**src/pidc_pkg.sv**
```systemverilog
// Shared types, control codes and saturation helper for the PID controller.
package pidc_pkg;

    // Configuration register indexes
    localparam int unsigned REG_IDX_W = 3;
    localparam logic [REG_IDX_W-1:0] REG_GAIN_P       = 3'd0;
    localparam logic [REG_IDX_W-1:0] REG_GAIN_I       = 3'd1;
    localparam logic [REG_IDX_W-1:0] REG_GAIN_D       = 3'd2;
    localparam logic [REG_IDX_W-1:0] REG_SETPOINT     = 3'd3;
    localparam logic [REG_IDX_W-1:0] REG_INTEGRAL_MAX = 3'd4;
    localparam logic [REG_IDX_W-1:0] REG_INTEGRAL_MIN = 3'd5;
    localparam int unsigned ADDR_W = 5;

    // Datapath operations, one per microcode step
    localparam int unsigned OP_W = 4;
    localparam logic [OP_W-1:0] OP_NOP   = 4'd0;
    localparam logic [OP_W-1:0] OP_WAIT  = 4'd1;   // take a sample beat
    localparam logic [OP_W-1:0] OP_ERR   = 4'd2;   // error, elapsed ticks
    localparam logic [OP_W-1:0] OP_INT   = 4'd3;   // integral clamp, error delta
    localparam logic [OP_W-1:0] OP_MULT  = 4'd4;   // delta * ticks per second
    localparam logic [OP_W-1:0] OP_DIVGO = 4'd5;   // launch divider
    localparam logic [OP_W-1:0] OP_DERIV = 4'd6;   // derivative from quotient
    localparam logic [OP_W-1:0] OP_DZERO = 4'd7;   // derivative forced to zero
    localparam logic [OP_W-1:0] OP_MULP  = 4'd8;   // gain_p * error
    localparam logic [OP_W-1:0] OP_MULI  = 4'd9;   // gain_i * integral
    localparam logic [OP_W-1:0] OP_MULD  = 4'd10;  // gain_d * derivative
    localparam logic [OP_W-1:0] OP_ADDL  = 4'd11;  // fold last product
    localparam logic [OP_W-1:0] OP_OUT   = 4'd12;  // load result register

    // Operation handed from sequencer to datapath
    typedef struct packed {
        logic [OP_W-1:0] op;
    } ctl_t;

    // Status fed back to the sequencer's jump logic
    typedef struct packed {
        logic in_acc;
        logic out_free;
        logic el_zero;
        logic div_busy;
    } sts_t;

    // Configuration register file contents
    typedef struct packed {
        logic signed [31:0] gain_p;
        logic signed [31:0] gain_i;
        logic signed [31:0] gain_d;
        logic signed [31:0] setpoint;
        logic signed [31:0] integral_max;
        logic signed [31:0] integral_min;
    } cfg_t;

    typedef struct packed {
        logic               clip;
        logic signed [31:0] val;
    } sat_t;

    localparam logic signed [65:0] Q_MAX = 66'sd2147483647;
    localparam logic signed [65:0] Q_MIN = -66'sd2147483648;

    // Clip a wide signed value to the 32-bit range
    function automatic sat_t sat_q(input logic signed [65:0] v);
        sat_t r;
        if (v > Q_MAX)
        begin
            r.clip = 1'b1;
            r.val  = 32'sh7FFF_FFFF;
        end
        else if (v < Q_MIN)
        begin
            r.clip = 1'b1;
            r.val  = 32'sh8000_0000;
        end
        else
        begin
            r.clip = 1'b0;
            r.val  = v[31:0];
        end
        return r;
    endfunction

endpackage

```
**src/pidc_if.sv**
```systemverilog
// Valid/ready channel interfaces for samples in and drive results out.
interface pidc_in_if;
    logic               valid;
    logic               ready;
    logic signed [31:0] measured;
    logic        [31:0] tick_ms;

    modport source (output valid, output measured, output tick_ms, input ready);
    modport sink   (input valid, input measured, input tick_ms, output ready);
endinterface

interface pidc_out_if;
    logic               valid;
    logic               ready;
    logic signed [31:0] drive;
    logic               saturated;

    modport source (output valid, output drive, output saturated, input ready);
    modport sink   (input valid, input drive, input saturated, output ready);
endinterface

```
**src/pid_controller_clamped_integral_unit.sv**
```systemverilog
// PID controller top level: APB register file, sequencer and datapath.
//
// Usage:
//   sample channel takes one beat per control step: measured (signed Q16.16)
//   and tick_ms (free-running millisecond count). result channel returns one
//   beat per sample: drive (signed Q16.16) and saturated (clip flag).
//   Registers gain_p, gain_i, gain_d, setpoint, integral_max, integral_min
//   sit at byte addresses 0x00..0x14; write them only while no sample is
//   in flight.
// Operation:
//   One sample is processed at a time. With ticks elapsed, the derivative
//   goes through the bit-serial divider, whose dividend is NUM_W =
//   32 + clog2(TICKS_PER_SECOND + 1) bits wide. With no ticks elapsed the
//   divide is skipped.
// Reset clears the integral, previous error and previous tick, loads the
//   register defaults and drops result valid. A stalled result is held in
//   the output register; the next sample is still taken and processed, and
//   its result waits until the pending beat is taken.
module pid_controller_clamped_integral_unit #(
    parameter int unsigned TICKS_PER_SECOND = 1000
) (
    input  logic                        clk,
    input  logic                        rst_n,
    pidc_in_if.sink                     sample,
    pidc_out_if.source                  result,
    input  logic                        psel,
    input  logic                        penable,
    input  logic                        pwrite,
    input  logic [pidc_pkg::ADDR_W-1:0] paddr,
    input  logic [31:0]                 pwdata,
    output logic [31:0]                 prdata,
    output logic                        pready
);
    import pidc_pkg::*;

    cfg_t                 cfg_reg;
    logic                 wr_en;
    logic [REG_IDX_W-1:0] reg_idx;
    ctl_t                 ctl;
    sts_t                 sts;

    assign pready  = 1'b1;
    assign wr_en   = psel && penable && pwrite && pready;
    assign reg_idx = paddr[ADDR_W-1:2];

    // Register writes; unknown indexes ignored
    always_ff @(posedge clk or negedge rst_n)
    begin
        if (!rst_n)
        begin
            cfg_reg.gain_p       <= '0;
            cfg_reg.gain_i       <= '0;
            cfg_reg.gain_d       <= '0;
            cfg_reg.setpoint     <= '0;
            cfg_reg.integral_max <= 32'sh7FFF_FFFF;
            cfg_reg.integral_min <= 32'sh8000_0000;
        end
        else if (wr_en)
        begin
            unique case (reg_idx)
                REG_GAIN_P:       cfg_reg.gain_p       <= pwdata;
                REG_GAIN_I:       cfg_reg.gain_i       <= pwdata;
                REG_GAIN_D:       cfg_reg.gain_d       <= pwdata;
                REG_SETPOINT:     cfg_reg.setpoint     <= pwdata;
                REG_INTEGRAL_MAX: cfg_reg.integral_max <= pwdata;
                REG_INTEGRAL_MIN: cfg_reg.integral_min <= pwdata;
                default:
                begin
                end
            endcase
        end
    end

    // Register readback
    always_comb
    begin
        unique case (reg_idx)
            REG_GAIN_P:       prdata = cfg_reg.gain_p;
            REG_GAIN_I:       prdata = cfg_reg.gain_i;
            REG_GAIN_D:       prdata = cfg_reg.gain_d;
            REG_SETPOINT:     prdata = cfg_reg.setpoint;
            REG_INTEGRAL_MAX: prdata = cfg_reg.integral_max;
            REG_INTEGRAL_MIN: prdata = cfg_reg.integral_min;
            default:          prdata = '0;
        endcase
    end

    pidc_seq u_seq (
        .clk   (clk),
        .rst_n (rst_n),
        .sts   (sts),
        .ctl   (ctl)
    );

    pidc_dp #(.TICKS_PER_SECOND(TICKS_PER_SECOND)) u_dp (
        .clk    (clk),
        .rst_n  (rst_n),
        .ctl    (ctl),
        .cfg    (cfg_reg),
        .sts    (sts),
        .sample (sample),
        .result (result)
    );

endmodule

```
**src/pidc_div.sv**
```systemverilog
// Restoring unsigned divider, one quotient bit per cycle.
module pidc_div #(
    parameter int unsigned NUM_W = 42
) (
    input  logic             clk,
    input  logic             rst_n,
    input  logic             start,
    input  logic [NUM_W-1:0] num,
    input  logic [31:0]      den,
    output logic             busy,
    output logic [NUM_W-1:0] quo
);
    localparam int unsigned CNT_W = $clog2(NUM_W + 1);

    logic [CNT_W-1:0] cnt_reg;
    logic [CNT_W-1:0] cnt_next;
    logic [31:0]      rem_reg;
    logic [31:0]      rem_next;
    logic [NUM_W-1:0] dvd_reg;
    logic [NUM_W-1:0] dvd_next;
    logic [31:0]      den_reg;
    logic [32:0]      trial;
    logic             qbit;

    // Shift in next dividend bit and trial subtract
    always_comb
    begin
        trial    = {rem_reg, dvd_reg[NUM_W-1]};
        qbit     = (trial >= {1'b0, den_reg});
        rem_next = qbit ? 32'(trial - {1'b0, den_reg}) : trial[31:0];
        dvd_next = {dvd_reg[NUM_W-2:0], qbit};
        cnt_next = cnt_reg - CNT_W'(1);
    end

    // Iteration counter
    always_ff @(posedge clk or negedge rst_n)
    begin
        if (!rst_n)
            cnt_reg <= '0;
        else if (start)
            cnt_reg <= CNT_W'(NUM_W);
        else if (busy)
            cnt_reg <= cnt_next;
    end

    // Remainder and quotient shift register
    always_ff @(posedge clk)
    begin
        if (start)
        begin
            rem_reg <= '0;
            dvd_reg <= num;
            den_reg <= den;
        end
        else if (busy)
        begin
            rem_reg <= rem_next;
            dvd_reg <= dvd_next;
        end
    end

    assign busy = (cnt_reg != '0);
    assign quo  = dvd_reg;

    a_start_busy: assert property (@(posedge clk) disable iff (!rst_n) start |=> busy)
        else $error("divider not busy after start");

endmodule

```
**src/pidc_seq.sv**
```systemverilog
// Microcode sequencer: program ROM, step counter and conditional jumps.
module pidc_seq (
    input  logic           clk,
    input  logic           rst_n,
    input  pidc_pkg::sts_t sts,
    output pidc_pkg::ctl_t ctl
);
    import pidc_pkg::*;

    localparam int unsigned PC_W = 4;
    localparam int unsigned ROM_DEPTH = 1 << PC_W;

    // Jump conditions: jump to target when true, else step on
    localparam logic [2:0] C_NEXT     = 3'd0;
    localparam logic [2:0] C_ALWAYS   = 3'd1;
    localparam logic [2:0] C_NO_IN    = 3'd2;
    localparam logic [2:0] C_OUT_FULL = 3'd3;
    localparam logic [2:0] C_EL_ZERO  = 3'd4;
    localparam logic [2:0] C_DIV_BUSY = 3'd5;

    typedef struct packed {
        logic [OP_W-1:0] op;
        logic [2:0]      cond;
        logic [PC_W-1:0] target;
    } uword_t;

    // Control store
    localparam uword_t ROM [ROM_DEPTH] = '{
        '{OP_WAIT,  C_NO_IN,    4'd0},   // 0: wait for a sample
        '{OP_ERR,   C_NEXT,     4'd0},   // 1
        '{OP_INT,   C_NEXT,     4'd0},   // 2
        '{OP_MULT,  C_EL_ZERO,  4'd7},   // 3: skip divide if no ticks passed
        '{OP_DIVGO, C_NEXT,     4'd0},   // 4
        '{OP_NOP,   C_DIV_BUSY, 4'd5},   // 5: spin on divider
        '{OP_DERIV, C_ALWAYS,   4'd8},   // 6
        '{OP_DZERO, C_NEXT,     4'd0},   // 7
        '{OP_MULP,  C_NEXT,     4'd0},   // 8
        '{OP_MULI,  C_NEXT,     4'd0},   // 9
        '{OP_MULD,  C_NEXT,     4'd0},   // 10
        '{OP_ADDL,  C_NEXT,     4'd0},   // 11
        '{OP_OUT,   C_OUT_FULL, 4'd12},  // 12: hold until result slot frees
        '{OP_NOP,   C_ALWAYS,   4'd0},   // 13
        '{OP_NOP,   C_ALWAYS,   4'd0},
        '{OP_NOP,   C_ALWAYS,   4'd0}
    };

    logic [PC_W-1:0] pc_reg;
    logic [PC_W-1:0] pc_next;
    uword_t          uw;
    logic            take;

    // Next step selection
    always_comb
    begin
        uw = ROM[pc_reg];
        unique case (uw.cond)
            C_NEXT:     take = 1'b0;
            C_ALWAYS:   take = 1'b1;
            C_NO_IN:    take = !sts.in_acc;
            C_OUT_FULL: take = !sts.out_free;
            C_EL_ZERO:  take = sts.el_zero;
            C_DIV_BUSY: take = sts.div_busy;
            default:    take = 1'b1;
        endcase
        pc_next = take ? uw.target : pc_reg + PC_W'(1);
        ctl.op  = uw.op;
    end

    always_ff @(posedge clk or negedge rst_n)
    begin
        if (!rst_n)
            pc_reg <= '0;
        else
            pc_reg <= pc_next;
    end

endmodule

```
**src/pidc_dp.sv**
```systemverilog
// PID datapath: working registers, shared multiplier, divider, result register.
module pidc_dp #(
    parameter int unsigned TICKS_PER_SECOND = 1000
) (
    input  logic           clk,
    input  logic           rst_n,
    input  pidc_pkg::ctl_t ctl,
    input  pidc_pkg::cfg_t cfg,
    output pidc_pkg::sts_t sts,
    pidc_in_if.sink        sample,
    pidc_out_if.source     result
);
    import pidc_pkg::*;

    localparam int unsigned TPS_W = $clog2(TICKS_PER_SECOND + 1);
    localparam int unsigned NUM_W = 32 + TPS_W;
    localparam logic signed [32:0] TPS_S = 33'(TICKS_PER_SECOND);

    // Control-state registers
    logic signed [31:0] acc_reg;
    logic signed [31:0] perr_reg;
    logic        [31:0] ptick_reg;
    logic               out_valid_reg;

    // Working registers
    logic signed [31:0] meas_reg;
    logic        [31:0] tick_reg;
    logic signed [31:0] err_reg;
    logic        [31:0] el_reg;
    logic signed [32:0] diff_reg;
    logic signed [31:0] deriv_reg;
    logic signed [65:0] prod_reg;
    logic signed [65:0] total_reg;
    logic               clip_reg;
    logic signed [31:0] drive_reg;
    logic               sat_reg;

    logic signed [32:0] err_diff;
    sat_t               err_sat;
    logic signed [32:0] int_sum;
    logic signed [31:0] acc_next;
    logic signed [32:0] mul_a;
    logic signed [32:0] mul_b;
    logic signed [65:0] mul_p;
    logic signed [65:0] prod_abs;
    logic signed [NUM_W:0] q_mag;
    logic signed [NUM_W:0] q_sgn;
    sat_t               deriv_sat;
    sat_t               drive_sat;
    logic               in_acc;
    logic               out_free;
    logic               div_start;
    logic               div_busy;
    logic [NUM_W-1:0]   div_quo;

    // Handshake decode
    assign in_acc   = (ctl.op == OP_WAIT) && sample.valid;
    assign out_free = !out_valid_reg || result.ready;
    assign div_start = (ctl.op == OP_DIVGO);

    assign sample.ready     = (ctl.op == OP_WAIT);
    assign result.valid     = out_valid_reg;
    assign result.drive     = drive_reg;
    assign result.saturated = sat_reg;

    assign sts.in_acc   = in_acc;
    assign sts.out_free = out_free;
    assign sts.el_zero  = (el_reg == '0);
    assign sts.div_busy = div_busy;

    // Error, integral clamp, derivative and drive saturation
    always_comb
    begin
        err_diff = 33'(cfg.setpoint) - 33'(meas_reg);
        err_sat  = sat_q(66'(err_diff));
        int_sum  = 33'(acc_reg) + 33'(err_reg);
        if (int_sum > 33'(cfg.integral_max))
            acc_next = cfg.integral_max;
        else if (int_sum < 33'(cfg.integral_min))
            acc_next = cfg.integral_min;
        else
            acc_next = int_sum[31:0];
        prod_abs  = prod_reg[65] ? -prod_reg : prod_reg;
        q_mag     = $signed({1'b0, div_quo});
        q_sgn     = prod_reg[65] ? -q_mag : q_mag;
        deriv_sat = sat_q(66'(q_sgn));
        drive_sat = sat_q(total_reg >>> 16);
    end

    // Shared multiplier operand select
    always_comb
    begin
        unique case (ctl.op)
            OP_MULT:
            begin
                mul_a = diff_reg;
                mul_b = TPS_S;
            end
            OP_MULP:
            begin
                mul_a = 33'(cfg.gain_p);
                mul_b = 33'(err_reg);
            end
            OP_MULI:
            begin
                mul_a = 33'(cfg.gain_i);
                mul_b = 33'(acc_reg);
            end
            OP_MULD:
            begin
                mul_a = 33'(cfg.gain_d);
                mul_b = 33'(deriv_reg);
            end
            default:
            begin
                mul_a = '0;
                mul_b = '0;
            end
        endcase
        mul_p = mul_a * mul_b;
    end

    pidc_div #(.NUM_W(NUM_W)) u_div (
        .clk   (clk),
        .rst_n (rst_n),
        .start (div_start),
        .num   (prod_abs[NUM_W-1:0]),
        .den   (el_reg),
        .busy  (div_busy),
        .quo   (div_quo)
    );

    // Controller state and result valid
    always_ff @(posedge clk or negedge rst_n)
    begin
        if (!rst_n)
        begin
            acc_reg       <= '0;
            perr_reg      <= '0;
            ptick_reg     <= '0;
            out_valid_reg <= 1'b0;
        end
        else
        begin
            if (ctl.op == OP_INT)
            begin
                acc_reg   <= acc_next;
                perr_reg  <= err_reg;
                ptick_reg <= tick_reg;
            end
            if (ctl.op == OP_OUT && out_free)
                out_valid_reg <= 1'b1;
            else if (result.ready)
                out_valid_reg <= 1'b0;
        end
    end

    // Working registers, one operation per step
    always_ff @(posedge clk)
    begin
        unique case (ctl.op)
            OP_WAIT:
            begin
                if (sample.valid)
                begin
                    meas_reg <= sample.measured;
                    tick_reg <= sample.tick_ms;
                end
            end
            OP_ERR:
            begin
                err_reg  <= err_sat.val;
                clip_reg <= err_sat.clip;
                el_reg   <= tick_reg - ptick_reg;
            end
            OP_INT:
                diff_reg <= 33'(err_reg) - 33'(perr_reg);
            OP_MULT:
                prod_reg <= mul_p;
            OP_DERIV:
            begin
                deriv_reg <= deriv_sat.val;
                clip_reg  <= clip_reg | deriv_sat.clip;
            end
            OP_DZERO:
                deriv_reg <= '0;
            OP_MULP:
            begin
                prod_reg  <= mul_p;
                total_reg <= '0;
            end
            OP_MULI, OP_MULD:
            begin
                prod_reg  <= mul_p;
                total_reg <= total_reg + prod_reg;
            end
            OP_ADDL:
                total_reg <= total_reg + prod_reg;
            OP_OUT:
            begin
                if (out_free)
                begin
                    drive_reg <= drive_sat.val;
                    sat_reg   <= clip_reg | drive_sat.clip;
                end
            end
            default:
            begin
            end
        endcase
    end

    a_int_clamp: assert property (@(posedge clk) disable iff (!rst_n)
        (ctl.op == OP_INT && cfg.integral_min <= cfg.integral_max)
        |=> (acc_reg <= cfg.integral_max && acc_reg >= cfg.integral_min))
        else $error("integral outside clamp limits");

    a_out_hold: assert property (@(posedge clk) disable iff (!rst_n)
        (out_valid_reg && !result.ready) |=> ($stable(drive_reg) && $stable(sat_reg)))
        else $error("pending result overwritten");

    a_idle_div: assert property (@(posedge clk) disable iff (!rst_n)
        sample.ready |-> !div_busy)
        else $error("divider busy while taking a sample");

endmodule
```
**src/flat_wrapper.sv**
```systemverilog
// flat-port wrapper written by rule: the top's interface ports become plain ports
module pid_controller_clamped_integral_unit_flat import pidc_pkg::*;
#(
    parameter int unsigned TICKS_PER_SECOND = 1000
)
  (clk, rst_n, psel, penable, pwrite, paddr, pwdata, prdata, pready, sample_valid, sample_measured, sample_tick_ms, sample_ready, result_valid, result_drive, result_saturated, result_ready);
  pidc_in_if sample_i ();
  pidc_out_if result_i ();
  input  logic clk;
  input  logic rst_n;
  input  logic psel;
  input  logic penable;
  input  logic pwrite;
  input  logic [pidc_pkg::ADDR_W-1:0] paddr;
  input  logic [31:0] pwdata;
  output logic [31:0] prdata;
  output logic pready;
  input wire logic [$bits(sample_i.valid)-1:0] sample_valid;
  input wire logic [$bits(sample_i.measured)-1:0] sample_measured;
  input wire logic [$bits(sample_i.tick_ms)-1:0] sample_tick_ms;
  output wire logic [$bits(sample_i.ready)-1:0] sample_ready;
  output wire logic [$bits(result_i.valid)-1:0] result_valid;
  output wire logic [$bits(result_i.drive)-1:0] result_drive;
  output wire logic [$bits(result_i.saturated)-1:0] result_saturated;
  input wire logic [$bits(result_i.ready)-1:0] result_ready;
  assign sample_i.valid = sample_valid;
  assign sample_i.measured = sample_measured;
  assign sample_i.tick_ms = sample_tick_ms;
  assign sample_ready = sample_i.ready;
  assign result_valid = result_i.valid;
  assign result_drive = result_i.drive;
  assign result_saturated = result_i.saturated;
  assign result_i.ready = result_ready;
  pid_controller_clamped_integral_unit #(.TICKS_PER_SECOND(TICKS_PER_SECOND)) u_core (.clk(clk), .rst_n(rst_n), .sample(sample_i), .result(result_i), .psel(psel), .penable(penable), .pwrite(pwrite), .paddr(paddr), .pwdata(pwdata), .prdata(prdata), .pready(pready));
endmodule
```
**config.mk**
```make
export PLATFORM = sky130hd
export DESIGN_NAME = pid_controller_clamped_integral_unit_flat
export DESIGN_NICKNAME = d
export VERILOG_FILES = /design/src/pidc_pkg.sv /design/src/pidc_if.sv /design/src/pid_controller_clamped_integral_unit.sv /design/src/pidc_div.sv /design/src/pidc_seq.sv /design/src/pidc_dp.sv /design/src/flat_wrapper.sv
export SDC_FILE = /design/constraint.sdc
export NUM_CORES = 2
export LEC_CHECK = 0
export BUFFER_PORTS_ARGS = -buffer_cell sky130_fd_sc_hd__buf_2
export CAP_MARGIN = 20
export CORE_ASPECT_RATIO = 1.4
export CORE_MARGIN = 1.5
export CORE_UTILIZATION = 30
export CTS_CLUSTER_DIAMETER = 60
export DETAILED_ROUTE_END_ITERATION = 10
export HOLD_SLACK_MARGIN = 0.08
export SYNTH_ARGS = -nofsm -noshare
export SYNTH_HDL_FRONTEND = slang
export SYNTH_SLANG_ARGS = --single-unit
```
**constraint.sdc**
```tcl
create_clock -name clk -period 13.1 [get_ports clk]
set_input_delay 2.62 -clock clk [delete_from_list [all_inputs] [get_ports clk]]
set_output_delay 2.62 -clock clk [all_outputs]
set_load 0.02 [all_outputs]
```
==> flow_summary_export.csv <==
group,metric,value,unit
sta,whs,453,ps
worst_setup_path,path_max_fanout,23,
layout,finish.utilization,33.1,%
placement,dp_hpwl,209,mm
routing,drt_pass1_iterations,8,
synth,yosys-top-cells-area,"fa_1 (28%), edfxtp_1 (16%), dfrtp_1 (8.0%), ha_1 (7.7%), inv_1 (6.4%)",
synth,synth_xor_area_share,3.44,%
synth,synth_top_family_by_area,"adder cells",
synth,synth_top_area_cell,"fa_1",
clock_tree,h-tree-depth,3,
worst_setup_path,critical_path_arrival,12510,ps
sta,clock_skew,64.3,ps
sta,max_slew_margin,18.2,%
die,die_y,628,um
worst_setup_path,critical_path.slowest_cell,"and3_2",
synth,synth_compound_area_share,11.6,%
synth,synth-simple-area-share,13.9,%
clock_tree,cts_tree,"done",
worst_setup_path,critPathBufInv,9,
worst_setup_path,cpPeakStageDelay,870,ps
sta,slew_violations,0,
clock_tree,post_cts_resized,0,
hold_path,min_from,"u_core.u_dp.el_reg[30]$_DFFE_PP_",
placement,port_buffers,172,
routing,wl,263,mm
sta,tightest_slew,1230,ps
global_route,grt_pass1_vias,66744,
layout,area_delta_synth_final,9.94,%
layout,drive_gt1_share,8.27,%
synth,synth_fa_ha_area_share,35.3,%
synth,syn_inst,8934,
routing,drc_errors,0,
die,die-area,0.282,mm^2
routing,vias,64264,
placement,gp_congestion,0.973,
clock_tree,cts.sinks,764,
synth,synth_area_per_cell,9.36,um^2
sta,fin_ws,1020,ps
flow_run,cap_violations,0,
synth,synthTopCellsByCount,"inv_1 (1420), nand2_1 (1235), fa_1 (1151)",
synth,synth_top_cell_area_share,27.6,%
die,core_region_area,0.278,mm^2
die,die_w,449,um
layout,nets,10724,
synth,synth_mux_area_share,2.08,%
sta,layout_worst_path_cycle_share,92.2,%
synth,ys_ff_latch,764,
layout,register_area,0.0212,mm^2
global_route,grt-ovfl-total,0,
clock_tree,ctsHoldBuffers,0,
synth,ys.flop_type,"edfxtp_1",
sta,hold_violations,0,
placement,place_ws,1060,ps
synth,synth_fp_nets,10708,
synth,synth_edf_count,433,
sta,max_freq,82.8,MHz
routing,viasPerCell,5.05,
layout,largest_reg_flops,192,
sta,min_period,12080,ps
power,leakagePower,41.8,nW
worst_setup_path,path_class,"reg2reg",
routing,ant_nets,0,
routing,routedWlPerCell,20.7,um
synth,syn-cell-area,0.0836,mm^2
layout,fillers,28801,
sta,setup_viol,0,
worst_setup_path,crit_required,13530,ps
die,fp-row-count,229,
worst_setup_path,rr_startpoint,"u_core.u_seq.pc_reg[0]$_DFF_PN0_",
worst_setup_path,startpoint,"u_core.u_seq.pc_reg[0]$_DFF_PN0_",
power,ir_drop,0.134,mV
synth,synth.most_common_cell,"inv_1",
power,powerDensity,79.7,mW/mm^2
worst_setup_path,end_kind,"register",
clock_tree,post_cts_buffers,0,
clock_tree,cts-buffers-inserted,87,
clock_tree,path_clk_slew,60,ps
synth,ys_types,96,
routing,drt_iter0_drc,4579,
die,start_util,30.1,%
layout,multi_input_area,0.0556,mm^2
synth,synth-async-reset-ratio,39.1,%
global_route,grt_max_degree,162,
sta,grt_setup_unrepaired,"false",
sta,tns,0,ps
clock_tree,clkLatencyLatePin,740,ps
clock_tree,cts_max_path_buffers,3,
status,status,"finished clean",
synth,synth_seq_area_share,25.3,%
clock_tree,cts_root_buf,"clkbuf_16",
global_route,antenna_found_initial,4,
global_route,grt_use_total,18.5,%
global_route,grt_pass1_wl,401,mm
worst_setup_path,worstSetupStartpointType,"register",
worst_setup_path,cpLargestDelayFamily,"adder cells",
synth,ys_warn_count,0,
hold_path,hold_path_class,"reg2reg",
die,io_pins,176,
## final timing paths
kind	endpoint	slack [ps]	depth (start not counted)
min in group asynchronous	u_core.u_dp.ptick_reg[15]$_DFFE_PN0N_	1900	1
max in group asynchronous	u_core.u_dp.perr_reg[29]$_DFFE_PN0N_	9700	2
max	u_core.u_dp.prod_reg[61]$_DFFE_PN_	1020	36
min reg2reg	u_core.u_dp.u_div.den_reg[30]$_DFFE_PP_	450	0
min	u_core.u_dp.u_div.den_reg[30]$_DFFE_PP_	450	0
max reg2reg	u_core.u_dp.prod_reg[61]$_DFFE_PN_	1020	36
## power breakdown
part / leakage (nW) / switching, W / internal, W / total [W]
combinational: 32.4 / 0.00105 / 0.000713 / 0.00177
sequential: 8.03 / 0.000207 / 0.00282 / 0.00302
clock: 1.41 / 0.00110 / 0.00144 / 0.00254
## per-stage QoR
stage	power (W)	std cells	instance area (um^2)
CTS	0.00738	12718	91900
detailed placement	0.00481	12554	88900
global placement	0.00480	12554	88900
floorplan	0.00430	8934	83600
finish	0.00733	12722	91900
global route	0.00770	12722	91900
## per-layer routing
metal  up-vias  part of all wire (%)  track usage (%)
met5         -                     0                0
met4         0                   5.8             9.16
met3       660                   6.0             2.28
met2      2294                    48             32.1
met1     32159                    40             22.7
li1      29151                     -                -
## area by class of cell
cell class | count | share of cell area, %
Multi-Input combinational cell | 6336 | 60.5
Sequential cell | 764 | 23.0
Inverter | 1422 | 5.81
Tap cell | 3696 | 5.03
Clock buffer | 120 | 2.63
Timing Repair Buffer | 339 | 2.41
Clock inverter | 44 | 0.566
Antenna cell | 1 | 0.00272
## layout by cell type (no fill, tap or decap), types with 171 or more instances in the layout
| cell type | count |
|---|---|
| a21oi_1 | 350 |
| buf_2 | 171 |
| dfrtp_1 | 267 |
| edfxtp_1 | 433 |
| fa_1 | 1151 |
| ha_1 | 515 |
| inv_1 | 1418 |
| nand2_1 | 1229 |
| nor2_1 | 808 |
| o21ai_0 | 365 |
| xnor2_1 | 181 |
## cells by family (layout without fill, tap and decap cells)
kind of cell / after synthesis / in the layout
simple gates: 2686 / 2686
flops: 764 / 764
fa+ha+maj: 1673 / 1673
mux: 157 / 157
other cells: 1 / 2
xor+xnor: 328 / 328
buf+inv: 1834 / 1925
compound gates: 1491 / 1491
No activity file was read; power rests on OpenSTA's default activity.
